--- src/sv/bmpargb_pkg.sv ---
package bmpargb_pkg;

	// Widths fixed by the register map and the result fields.
	localparam int CFG_W      = 13;
	localparam int CFG_IDX_W  = 3;
	localparam int DIM_CFG_W  = 13;
	localparam int ORIGIN_W   = 12;
	localparam int COORD_W    = 13;
	localparam int COLOR_W    = 32;
	localparam int BYTE_W     = 8;

	// Default largest image side in pixels.
	localparam int DEFAULT_MAX_DIM = 4096;

	// Largest screen coordinate; positions beyond it saturate.
	localparam logic [COORD_W-1:0] COORD_MAX = 13'd8191;

	// Register indexes of the configuration port.
	localparam logic [CFG_IDX_W-1:0] REG_IMAGE_WIDTH  = 3'd0;
	localparam logic [CFG_IDX_W-1:0] REG_IMAGE_HEIGHT = 3'd1;
	localparam logic [CFG_IDX_W-1:0] REG_MODE_32BIT   = 3'd2;
	localparam logic [CFG_IDX_W-1:0] REG_ROW_PADDING  = 3'd3;
	localparam logic [CFG_IDX_W-1:0] REG_ORIGIN_X     = 3'd4;
	localparam logic [CFG_IDX_W-1:0] REG_ORIGIN_Y     = 3'd5;

	// Which byte of the pixel comes next.
	typedef enum logic [3:0] {
		PH_BLUE  = 4'b0001,
		PH_GREEN = 4'b0010,
		PH_RED   = 4'b0100,
		PH_ALPHA = 4'b1000
	} phase_t;

endpackage

--- src/sv/bmp_pixel_stream_to_argb_top.sv ---
// An accepted byte is registered; the pixel it completes is registered in the result register.
// Throughput: one byte per cycle while results are taken. A waiting result holds the byte that
// completes the next pixel in the input register, and in_ready stays low until the result goes.
// Reset: arst_n clears the byte phase, the row, column and padding counters, the valid flags and
// the configuration registers (width and height to 1, the rest to 0); colour holds are not reset.
module bmp_pixel_stream_to_argb_top #(
	parameter int MAX_DIM = bmpargb_pkg::DEFAULT_MAX_DIM
) (
	input  logic                                  clk,
	input  logic                                  arst_n,
	input  logic                                  cfg_write,
	input  logic [bmpargb_pkg::CFG_IDX_W-1:0]     cfg_index,
	input  logic [bmpargb_pkg::CFG_W-1:0]         cfg_data,
	input  logic                                  in_valid,
	output logic                                  in_ready,
	input  logic [bmpargb_pkg::BYTE_W-1:0]        data_byte,
	output logic                                  out_valid,
	input  logic                                  out_ready,
	output logic [bmpargb_pkg::COORD_W-1:0]       pixel_x,
	output logic [bmpargb_pkg::COORD_W-1:0]       pixel_y,
	output logic [bmpargb_pkg::COLOR_W-1:0]       pixel_color,
	output logic                                  image_done
);
	import bmpargb_pkg::*;

	// Counters hold 0..MAX_DIM-1; effective sizes hold 1..MAX_DIM.
	localparam int CNT_W = $clog2(MAX_DIM);
	localparam int DIM_W = $clog2(MAX_DIM + 1);
	localparam int CMP_W = (DIM_W > DIM_CFG_W) ? DIM_W : DIM_CFG_W;
	localparam int SUM_W = ((DIM_W > ORIGIN_W) ? DIM_W : ORIGIN_W) + 1;

	// Configuration registers.
	logic [DIM_CFG_W-1:0] width_q;
	logic [DIM_CFG_W-1:0] height_q;
	logic                 mode_q;
	logic [1:0]           padding_q;
	logic [ORIGIN_W-1:0]  origin_x_q;
	logic [ORIGIN_W-1:0]  origin_y_q;

	// Input register.
	logic              valid_s1;
	logic [BYTE_W-1:0] byte_s1;

	// Unpacker state.
	phase_t            phase_q;
	logic [BYTE_W-1:0] blue_q;
	logic [BYTE_W-1:0] green_q;
	logic [BYTE_W-1:0] red_q;
	logic [CNT_W-1:0]  column_q;
	logic [CNT_W-1:0]  row_q;
	logic [1:0]        pad_q;

	// Result register.
	logic               out_valid_q;
	logic [COORD_W-1:0] pixel_x_q;
	logic [COORD_W-1:0] pixel_y_q;
	logic [COLOR_W-1:0] pixel_color_q;
	logic               image_done_q;

	logic               padding_byte;
	logic               produce;
	logic               out_free;
	logic               fire_s1;
	logic [CMP_W-1:0]   width_ext;
	logic [CMP_W-1:0]   height_ext;
	logic [DIM_W-1:0]   width_eff;
	logic [DIM_W-1:0]   height_eff;
	logic [DIM_W-1:0]   column_next;
	logic [DIM_W-1:0]   row_next;
	logic [DIM_W-1:0]   row_ext;
	logic [DIM_W-1:0]   flip_offs;
	logic               row_end;
	logic               last_row;
	logic [SUM_W-1:0]   x_sum;
	logic [SUM_W-1:0]   y_sum;
	logic [COORD_W-1:0] x_sat;
	logic [COORD_W-1:0] y_sat;
	logic [BYTE_W-1:0]  red_now;
	logic [BYTE_W-1:0]  alpha_now;

	// Configuration writes; indexes outside the map are ignored.
	always_ff @(posedge clk or negedge arst_n) begin
		if (!arst_n) begin
			width_q    <= DIM_CFG_W'(1);
			height_q   <= DIM_CFG_W'(1);
			mode_q     <= 1'b0;
			padding_q  <= 2'd0;
			origin_x_q <= '0;
			origin_y_q <= '0;
		end else if (cfg_write) begin
			case (cfg_index)
				REG_IMAGE_WIDTH:  width_q    <= cfg_data[DIM_CFG_W-1:0];
				REG_IMAGE_HEIGHT: height_q   <= cfg_data[DIM_CFG_W-1:0];
				REG_MODE_32BIT:   mode_q     <= cfg_data[0];
				REG_ROW_PADDING:  padding_q  <= cfg_data[1:0];
				REG_ORIGIN_X:     origin_x_q <= cfg_data[ORIGIN_W-1:0];
				REG_ORIGIN_Y:     origin_y_q <= cfg_data[ORIGIN_W-1:0];
				default: ;
			endcase
		end
	end

	// Effective image size: zero acts as one, oversize is clamped to MAX_DIM.
	always_comb begin
		width_ext  = CMP_W'(width_q);
		height_ext = CMP_W'(height_q);
		if (width_ext == '0) begin
			width_eff = DIM_W'(1);
		end else if (width_ext > CMP_W'(MAX_DIM)) begin
			width_eff = DIM_W'(MAX_DIM);
		end else begin
			width_eff = width_ext[DIM_W-1:0];
		end
		if (height_ext == '0) begin
			height_eff = DIM_W'(1);
		end else if (height_ext > CMP_W'(MAX_DIM)) begin
			height_eff = DIM_W'(MAX_DIM);
		end else begin
			height_eff = height_ext[DIM_W-1:0];
		end
	end

	// Row and image ends, the vertical flip and the saturated screen position.
	always_comb begin
		column_next = DIM_W'(column_q) + DIM_W'(1);
		row_ext     = DIM_W'(row_q);
		row_next    = row_ext + DIM_W'(1);
		row_end     = column_next >= width_eff;
		last_row    = row_next >= height_eff;
		flip_offs   = (row_ext < height_eff) ? (height_eff - row_next) : '0;
		x_sum       = SUM_W'(origin_x_q) + SUM_W'(column_q);
		y_sum       = SUM_W'(origin_y_q) + SUM_W'(flip_offs);
		x_sat       = (x_sum > SUM_W'(COORD_MAX)) ? COORD_MAX : x_sum[COORD_W-1:0];
		y_sat       = (y_sum > SUM_W'(COORD_MAX)) ? COORD_MAX : y_sum[COORD_W-1:0];
	end

	// A pixel completes on the red byte in 24-bit mode, or on any byte taken as alpha.
	always_comb begin
		padding_byte = pad_q != 2'd0;
		produce      = !padding_byte &&
			(((phase_q == PH_RED) && !mode_q) || (phase_q == PH_ALPHA));
		red_now      = (phase_q == PH_RED) ? byte_s1 : red_q;
		alpha_now    = (phase_q == PH_ALPHA) ? byte_s1 : '0;
	end

	// The held byte moves on unless it completes a pixel and the result slot is taken.
	assign out_free = !out_valid_q || out_ready;
	assign fire_s1  = valid_s1 && (!produce || out_free);
	assign in_ready = !valid_s1 || fire_s1;

	// Input register.
	always_ff @(posedge clk or negedge arst_n) begin
		if (!arst_n) begin
			valid_s1 <= 1'b0;
		end else if (in_valid && in_ready) begin
			valid_s1 <= 1'b1;
		end else if (fire_s1) begin
			valid_s1 <= 1'b0;
		end
	end

	always_ff @(posedge clk) begin
		if (in_valid && in_ready) begin
			byte_s1 <= data_byte;
		end
	end

	// Byte phase, padding skip and row and column counters.
	always_ff @(posedge clk or negedge arst_n) begin
		if (!arst_n) begin
			phase_q  <= PH_BLUE;
			column_q <= '0;
			row_q    <= '0;
			pad_q    <= 2'd0;
		end else if (fire_s1) begin
			if (padding_byte) begin
				pad_q <= pad_q - 2'd1;
			end else begin
				case (phase_q)
					PH_BLUE:  phase_q <= PH_GREEN;
					PH_GREEN: phase_q <= PH_RED;
					PH_RED:   phase_q <= mode_q ? PH_ALPHA : PH_BLUE;
					PH_ALPHA: phase_q <= PH_BLUE;
					default:  phase_q <= PH_BLUE;
				endcase
				if (produce) begin
					if (row_end) begin
						column_q <= '0;
						pad_q    <= padding_q;
						row_q    <= last_row ? '0 : row_next[CNT_W-1:0];
					end else begin
						column_q <= column_next[CNT_W-1:0];
					end
				end
			end
		end
	end

	// Colour byte holds.
	always_ff @(posedge clk) begin
		if (fire_s1 && !padding_byte) begin
			if (phase_q == PH_BLUE) begin
				blue_q <= byte_s1;
			end
			if (phase_q == PH_GREEN) begin
				green_q <= byte_s1;
			end
			if (phase_q == PH_RED) begin
				red_q <= byte_s1;
			end
		end
	end

	// Result register.
	always_ff @(posedge clk or negedge arst_n) begin
		if (!arst_n) begin
			out_valid_q <= 1'b0;
		end else if (fire_s1 && produce) begin
			out_valid_q <= 1'b1;
		end else if (out_ready) begin
			out_valid_q <= 1'b0;
		end
	end

	always_ff @(posedge clk) begin
		if (fire_s1 && produce) begin
			pixel_x_q     <= x_sat;
			pixel_y_q     <= y_sat;
			pixel_color_q <= {alpha_now, red_now, green_q, blue_q};
			image_done_q  <= row_end && last_row;
		end
	end

	assign out_valid   = out_valid_q;
	assign pixel_x     = pixel_x_q;
	assign pixel_y     = pixel_y_q;
	assign pixel_color = pixel_color_q;
	assign image_done  = image_done_q;

endmodule
--- config.mk ---
export PLATFORM = sky130hd
export DESIGN_NAME = bmp_pixel_stream_to_argb_top
export DESIGN_NICKNAME = d
export VERILOG_FILES = /design/src/sv/bmpargb_pkg.sv /design/src/sv/bmp_pixel_stream_to_argb_top.sv
export SDC_FILE = /design/constraint.sdc
export NUM_CORES = 1
export LEC_CHECK = 0
export BUFFER_PORTS_ARGS = -buffer_cell sky130_fd_sc_hd__buf_4
export CORE_ASPECT_RATIO = 1.1
export CORE_MARGIN = 4
export CORE_UTILIZATION = 60
export CTS_CLUSTER_SIZE = 28
export DETAILED_ROUTE_END_ITERATION = 10
export GPL_TIMING_DRIVEN = 0
export PLACE_DENSITY = 0.85
export SLEW_MARGIN = 40
export SYNTH_ARGS = -nofsm -noshare
export SYNTH_HDL_FRONTEND = slang
export SYNTH_SLANG_ARGS = --single-unit
--- constraint.sdc ---
create_clock -name clk -period 4.6 [get_ports clk]
set_clock_uncertainty 0.05 [all_clocks]
set_input_delay 1.38 -clock clk [delete_from_list [all_inputs] [get_ports clk]]
set_output_delay 1.38 -clock clk [all_outputs]
set_load 0.005 [all_outputs]
==> results of run 1 <==
==> worst max-delay path by stage <==
stage                     slack, ns           start     endpoint  cells after the start
after global placement        -0.17  height_ext[12]   pixel_y[3]                     16
after global routing          -0.02   height_ext[4]  pixel_y[12]                     19
after detailed placement      -0.14  height_ext[12]  pixel_y[10]                     16
after floorplan                0.51   height_ext[4]  pixel_y[10]                     19
final                          0.22   height_ext[4]  pixel_y[12]                     19
after CTS                      0.08   height_ext[4]  pixel_y[12]                     19
==> state kept, by name, indices dropped and copies added (netlist names), 2 cells and up <==
signal and flops:
pixel_color 32, height_ext 13, pixel_x 13, pixel_y 13, width_ext 13, column_q 12, origin_x_q 12, origin_y_q 12
row_q 12, blue_q 8, byte_s1 8, green_q 8, red_q 8, phase_q 4, pad_q 2, padding_q 2
==> per-layer routing <==
metal / vias to the layer above / share of wire, % / GRT usage (%)
met5: - / 0 / 0
met4: 0 / 2.7 / 10.1
met3: 44 / 4.7 / 3.39
met2: 228 / 51 / 41.2
met1: 3276 / 42 / 31.0
li1: 3164 / - / -
==> cells by family (layout without fill, tap and decap cells) <==
group / after synthesis / count (layout)
buf+inv: 56 / 179
compound gates: 158 / 158
mux: 73 / 73
fa+ha+maj: 67 / 67
simple gates: 225 / 225
flops: 176 / 176
xor+xnor: 36 / 36
==> cells in the final DEF, fill, tap and decap left out, drive strengths merged, types with 6 or more instances in the layout <==
cell type and instances:
a211oi 10, a21o 12, a21oi 20, a31oi 14
and2 12, and3 7, buf 93, clkbuf 38
dfrtp 82, edfxtp 91, ha 64, inv 40
mux2 66, mux2i 7, nand2 56, nand2b 23
nand3 17, nand4 11, nor2 45, nor2b 6
nor3 16, o21a 18, o21ai 30, o22ai 10
or3 6, xnor2 18, xor2 18
==> per-stage QoR <==
| step | instance area, um2 | hold slack (ns) |
|---|---|---|
| after global placement | 10300 | 0.351 |
| after floorplan | 9380 | 0.350 |
| after global routing | 11000 | 0.380 |
| after detailed placement | 10400 | 0.361 |
| after CTS | 11000 | 0.378 |
| final | 11000 | 0.375 |
==> worst max-delay path, cell delays in order (launching register included) <==
cell and delay, ns:
dfrtp_1 0.41, nor4_1 0.29, a31oi_1 0.12, nor2_1 0.14, inv_1 0.06, ha_1 0.21, fa_1 0.43, nand2b_1 0.24
a21oi_2 0.21, a21o_1 0.15, a21oi_1 0.07, xor2_1 0.14, nor2_1 0.06, ha_1 0.36, a2111oi_2 0.35, o21ai_2 0.13
a41oi_2 0.25, o22ai_1 0.13, nor4b_2 0.24, a31oi_1 0.07
==> where the power goes <==
part	total [mW]	switching (mW)	internal [mW]
clock	1.43	0.652	0.779
sequential	2.18	0.171	2.01
combinational	2.53	1.43	1.10
==> final cells by class <==
cell class              count  area, um2
plain buffers              22       92.6
flip-flops and latches    176       4860
well taps                 196        245
inverters                  34        129
repair buffers             91        689
clock inverters            14        148
multi-input cells         559       4420
clock buffers              18        439
fillers                  1037       4150
==> timing repair <==
item                                   4_1_cts  5_1_grt
setup buffers                                0        0
gates resized for setup                      3       15
pin swaps                                    0        1
setup endpoints to repair                   13       13
endpoints found under the hold margin        0        0
==> impl_metrics.json, run 1 <==
{
  "synth-adder-area-share_pct": 9.18,
  "cts-root-buf": "clkbuf_16",
  "syn_area_um2": 9380,
  "hp-start": "green_q[7]",
  "worst_pin_slew_ns": 0.769,
  "die_area_um2": 17700,
  "detail-route-antenna-nets": 0,
  "fin_ws_ns": 0.222,
  "synth_cells": 791,
  "instances_no_fill": 1110,
  "synthArstFlopShare_pct": 48.3,
  "rr_endpoint": "pixel_y[12]",
  "dp_cells": 1078,
  "ys_seq_area_share_pct": 51.8,
  "antenna_found_initial": 0,
  "drt_first_iter_violations": 395,
  "die_y_um": 139,
  "r2r_slack_ns": 0.22,
  "grt_max_degree": 86,
  "worstHoldPathType": "reg2reg",
  "rows": 47,
  "p_per_area_nw_per_um2": 557,
  "clock-sinks": 176,
  "n_antenna_cell": 0,
  "dp_hpwl_um": 15100,
  "yosysMostFrequentCell": "edfxtp_1",
  "crit_path_end_kind": "register",
  "yosysTopAreaCell": "edfxtp_1",
  "min_path_cells": 0,
  "synth_top_family_by_area": "simple AND/OR/NAND/NOR gates",
  "fmaxAchievable_ghz": 0.228,
  "worstPathRequired_ns": 4.73,
  "fin_tns_setup_ns": 0,
  "synth_area_leaders": "edfxtp_1 29%, dfrtp_1 22%, ha_1 8.5%",
  "slew_headroom_pct": 48.6,
  "portBuffers": 89,
  "fin_util_pct": 72.7,
  "status": "complete, no violations",
  "cts_hold_buffers": 0,
  "start_util_pct": 61.8,
  "htreeDepth": 4,
  "maxSlewViolCount": 0,
  "vias": 6712,
  "synth_nets": 887,
  "synth_edf_count": 91,
  "dieWidth_um": 127,
  "cp-start-kind": "register",
  "grt_pass1_wl_um": 33800,
  "cp_max_fo": 5,
  "synth_top_area_share_pct": 29.1,
  "synth_common_cells": "91 x edfxtp_1, 82 x dfrtp_1, 64 x ha_1, 60 x mux2_2, 55 x nand2_1",
  "wirelength_um": 21200,
  "place_ws_ns": -0.143,
  "syn2layout_area_growth_pct": 17.5,
  "synth_compound_area_share_pct": 11.8,
  "cts_max_path_buffers": 2,
  "viasPerCell": 6.05,
  "drc_errors": 0,
  "grt_pass1_vias": 6635,
  "cts_buffers": 17,
  "fin_total_pwr_mw": 6.14,
  "tritoncts": "built",
  "grtUsageTotal_pct": 24.2,
  "ys_seq_elements": 176,
  "crit_type": "reg2reg",
  "synth.area.mux_share_pct": 8.91,
  "path_clk_slew_ns": 0.07,
  "drive_gt1_share_pct": 24.3,
  "synth-simple-area-share_pct": 12.6,
  "worstPathArrival_ns": 4.51,
  "worstSkewPairLatency_ns": 0.43,
  "hold_end": "pixel_color[15]",
  "wire_per_inst_um": 19.1,
  "synthXorXnorAreaFrac_pct": 3.36,
  "setup_viol": 0,
  "grt-ovfl-total": 0,
  "layout.nets": 997,
  "syn_avg_cell_area_um2": 11.9,
  "reg2regPathDepth": 19,
  "final.min_clock_period_ns": 4.38,
  "leakagePower_nw": 4.65,
  "fin_crit_sh_pct": 95.2,
  "hold_viol": 0,
  "peakVddDrop_uv": 298,
  "gp_congestion": 0.870,
  "yosysUniqueCellTypes": 73,
  "synth_top_flop_cell": "edfxtp_1",
  "drt_pass1_iterations": 5,
  "yosysWarnings": 0,
  "ios": 90,
  "core_area_um2": 15200,
  "r2r-start": "height_ext[4]",
  "max_cap_viol_count": 0
}
Power figures use the tool's default switching activity.
==> inputs of run 2 (changes only) <==
- CORE_UTILIZATION: 60 -> 25
- PLACE_DENSITY: 0.85 -> 0.44
- REMOVE_ABC_BUFFERS: not set -> 1
==> run 2 against run 1 <==
Effect of this change:
- clock power fell by 3%
- register-to-register slack gained 0.11 ns
- clock-buffer cell count grew 2
- wire length increased by 11%
- sequential cell count did not move
- die area up 130%
- critical path depth grew 1
- sequential power rose by 2%
- global-route usage decreased by 12 points
- first-iteration DRC count down 6.8%
- design area up 3.1%
- setup slack better by 0.11 ns
- largest cell class unchanged
==> impl_metrics.json, run 2 (synthesis gave the netlist of run 1 again) <==
{
  "start_util_pct": 25.3,
  "drt_first_iter_violations": 368,
  "fin_crit_sh_pct": 92.7,
  "drive_gt1_share_pct": 25.6,
  "layout.nets": 984,
  "detail-route-antenna-nets": 0,
  "path_clk_slew_ns": 0.07,
  "wire_per_inst_um": 16.9,
  "hold_viol": 0,
  "rsz0062_at_grt": "true",
  "cp-start-kind": "register",
  "syn2layout_area_growth_pct": 21.2,
  "worstPathRequired_ns": 4.73,
  "vias": 6394,
  "grt_pass1_vias": 6461,
  "rr_endpoint": "pixel_y[3]",
  "cp_max_fo": 5,
  "crit_type": "reg2reg",
  "peakVddDrop_uv": 274,
  "fin_util_pct": 30.6,
  "cts_hold_buffers": 0,
  "final_cell_mix": "98 x buf_4, 91 x edfxtp_1, 81 x dfrtp_1",
  "viasPerCell": 4.58,
  "tritoncts": "built",
  "p_seq_share_pct": 36.2,
  "grtUsageTotal_pct": 11.8,
  "rows": 74,
  "final.min_clock_period_ns": 4.27,
  "mostFrequentLayoutCell": "buf_4",
  "worst_pin_slew_ns": 0.707,
  "grt_max_degree": 86,
  "clkPwrFrac_pct": 22.7,
  "p_per_area_nw_per_um2": 538,
  "fillers": 3794,
  "fmaxAchievable_ghz": 0.234,
  "maxSlewViolCount": 0,
  "largest_reg_flops": 32,
  "grt-ovfl-total": 0,
  "fin_tns_setup_ns": 0,
  "p_sw_mw": 2.26,
  "crit_path_end_kind": "register",
  "n_antenna_cell": 0,
  "swShare_pct": 36.9,
  "worstSkewPairLatency_ns": 0.44,
  "fin_area_um2": 11400,
  "worstHoldPathType": "reg2reg",
  "max_cap_viol_count": 0,
  "reg2regPathDepth": 20,
  "htreeDepth": 4,
  "cp-startpoint": "height_ext[1]",
  "drc_errors": 0,
  "die_y_um": 211,
  "grt_pass1_wl_um": 36900,
  "setup_viol": 0,
  "dp_hpwl_um": 17100,
  "clock-sinks": 176,
  "r2r-start": "height_ext[1]",
  "hp-start": "green_q[2]",
  "cts_max_path_buffers": 2,
  "worstPathArrival_ns": 4.40,
  "endpoint": "pixel_y[3]",
  "pwr-share-comb_pct": 41.0,
  "drt_pass1_iterations": 4,
  "portBuffers": 89,
  "status": "complete, no violations",
  "internal-power_mw": 3.86,
  "core_area_um2": 37100,
  "gp_congestion": 0.737,
  "cts-root-buf": "clkbuf_16",
  "leakagePower_nw": 4.65,
  "placed_area_um2": 10700,
  "slew_headroom_pct": 52.9,
  "dieWidth_um": 193,
  "r2r_slack_ns": 0.33,
  "die_area_um2": 40700,
  "antenna_found_initial": 1,
  "hold_slack_ns": 0.369,
  "ios": 90,
  "wirelength_um": 23600,
  "cts_buffers": 17
}
-- run 2: changes by cell type in the layout (fill, tap and decap cells not counted), sizes merged --
cell    change
bufinv      -1
nand3       +1
buf         +6
clkinv      +1
inv         -2
clkbuf     -18
-- run 2: routing by layer --
layer / vias up / part of all wire (%) / global-route usage (%)
li1: 3144 / - / -
met1: 3160 / 47 / 16.2
met2: 70 / 48 / 19.0
met3: 20 / 2.7 / 2.12
met4: 0 / 1.6 / 3.98
met5: - / 0 / 0
-- run 2: cell type report --
cell class / instances / area [um2] / area share (%)
Tap cell: 494 / 618 / 5.44
Timing Repair Buffer: 99 / 751 / 6.60
Sequential cell: 176 / 4860 / 42.8
Clock buffer: 20 / 468 / 4.12
Inverter: 34 / 133 / 1.17
Multi-Input combinational cell: 560 / 4450 / 39.2
Clock inverter: 12 / 81.3 / 0.715
-- run 2: repair_timing --
| item | in CTS | in global routing |
|---|---|---|
| pin swaps | 0 | 3 |
| resized for setup | 3 | 17 |
| gates cloned | 0 | 1 |
| endpoints found under the setup margin | 13 | 13 |
| setup buffers | 0 | 4 |
-- run 2: critical path, cell delays in order, from the launching register on --
cell and delay [ns]:
dfrtp_1 0.41, nor4_2 0.28, a31oi_1 0.11, nor2_1 0.14
inv_1 0.06, ha_1 0.21, fa_1 0.40, nand2b_1 0.22
a21oi_2 0.18, a21o_1 0.13, a21oi_1 0.07, xor2_1 0.15
nor2_1 0.10, ha_2 0.32, a2111oi_2 0.34, o21ai_2 0.14
a41oi_2 0.22, buf_4 0.17, o31ai_4 0.07, nand3_2 0.14
o21ai_0 0.11
-- run 2: worst min path at each step --
stage,endpoint,cells after the start
floorplan,pixel_color[0],0
global placement,pixel_color[8],0
detailed placement,pixel_color[7],0
CTS,pixel_color[7],0
global route,pixel_color[14],0
finish,pixel_color[10],0
-- run 2: metrics by stage --
stage | worst slack (ns) | cells | power, mW
finish | 0.334 | 1395 | 6.12
global route | -0.0322 | 1395 | 6.64
CTS | 0.0242 | 1390 | 6.12
detailed placement | -0.328 | 1358 | 4.65
global placement | -0.338 | 1352 | 4.61
floorplan | 0.517 | 769 | 3.97
-- run 2: power groups by stage --
stage	combinational [mW]	sequential [mW]	clock, mW
floorplan	1.80	2.17	0
global placement	2.38	2.23	0
detailed placement	2.40	2.25	0
CTS	2.44	2.22	1.46
global route	2.87	2.25	1.52
finish	2.51	2.22	1.39
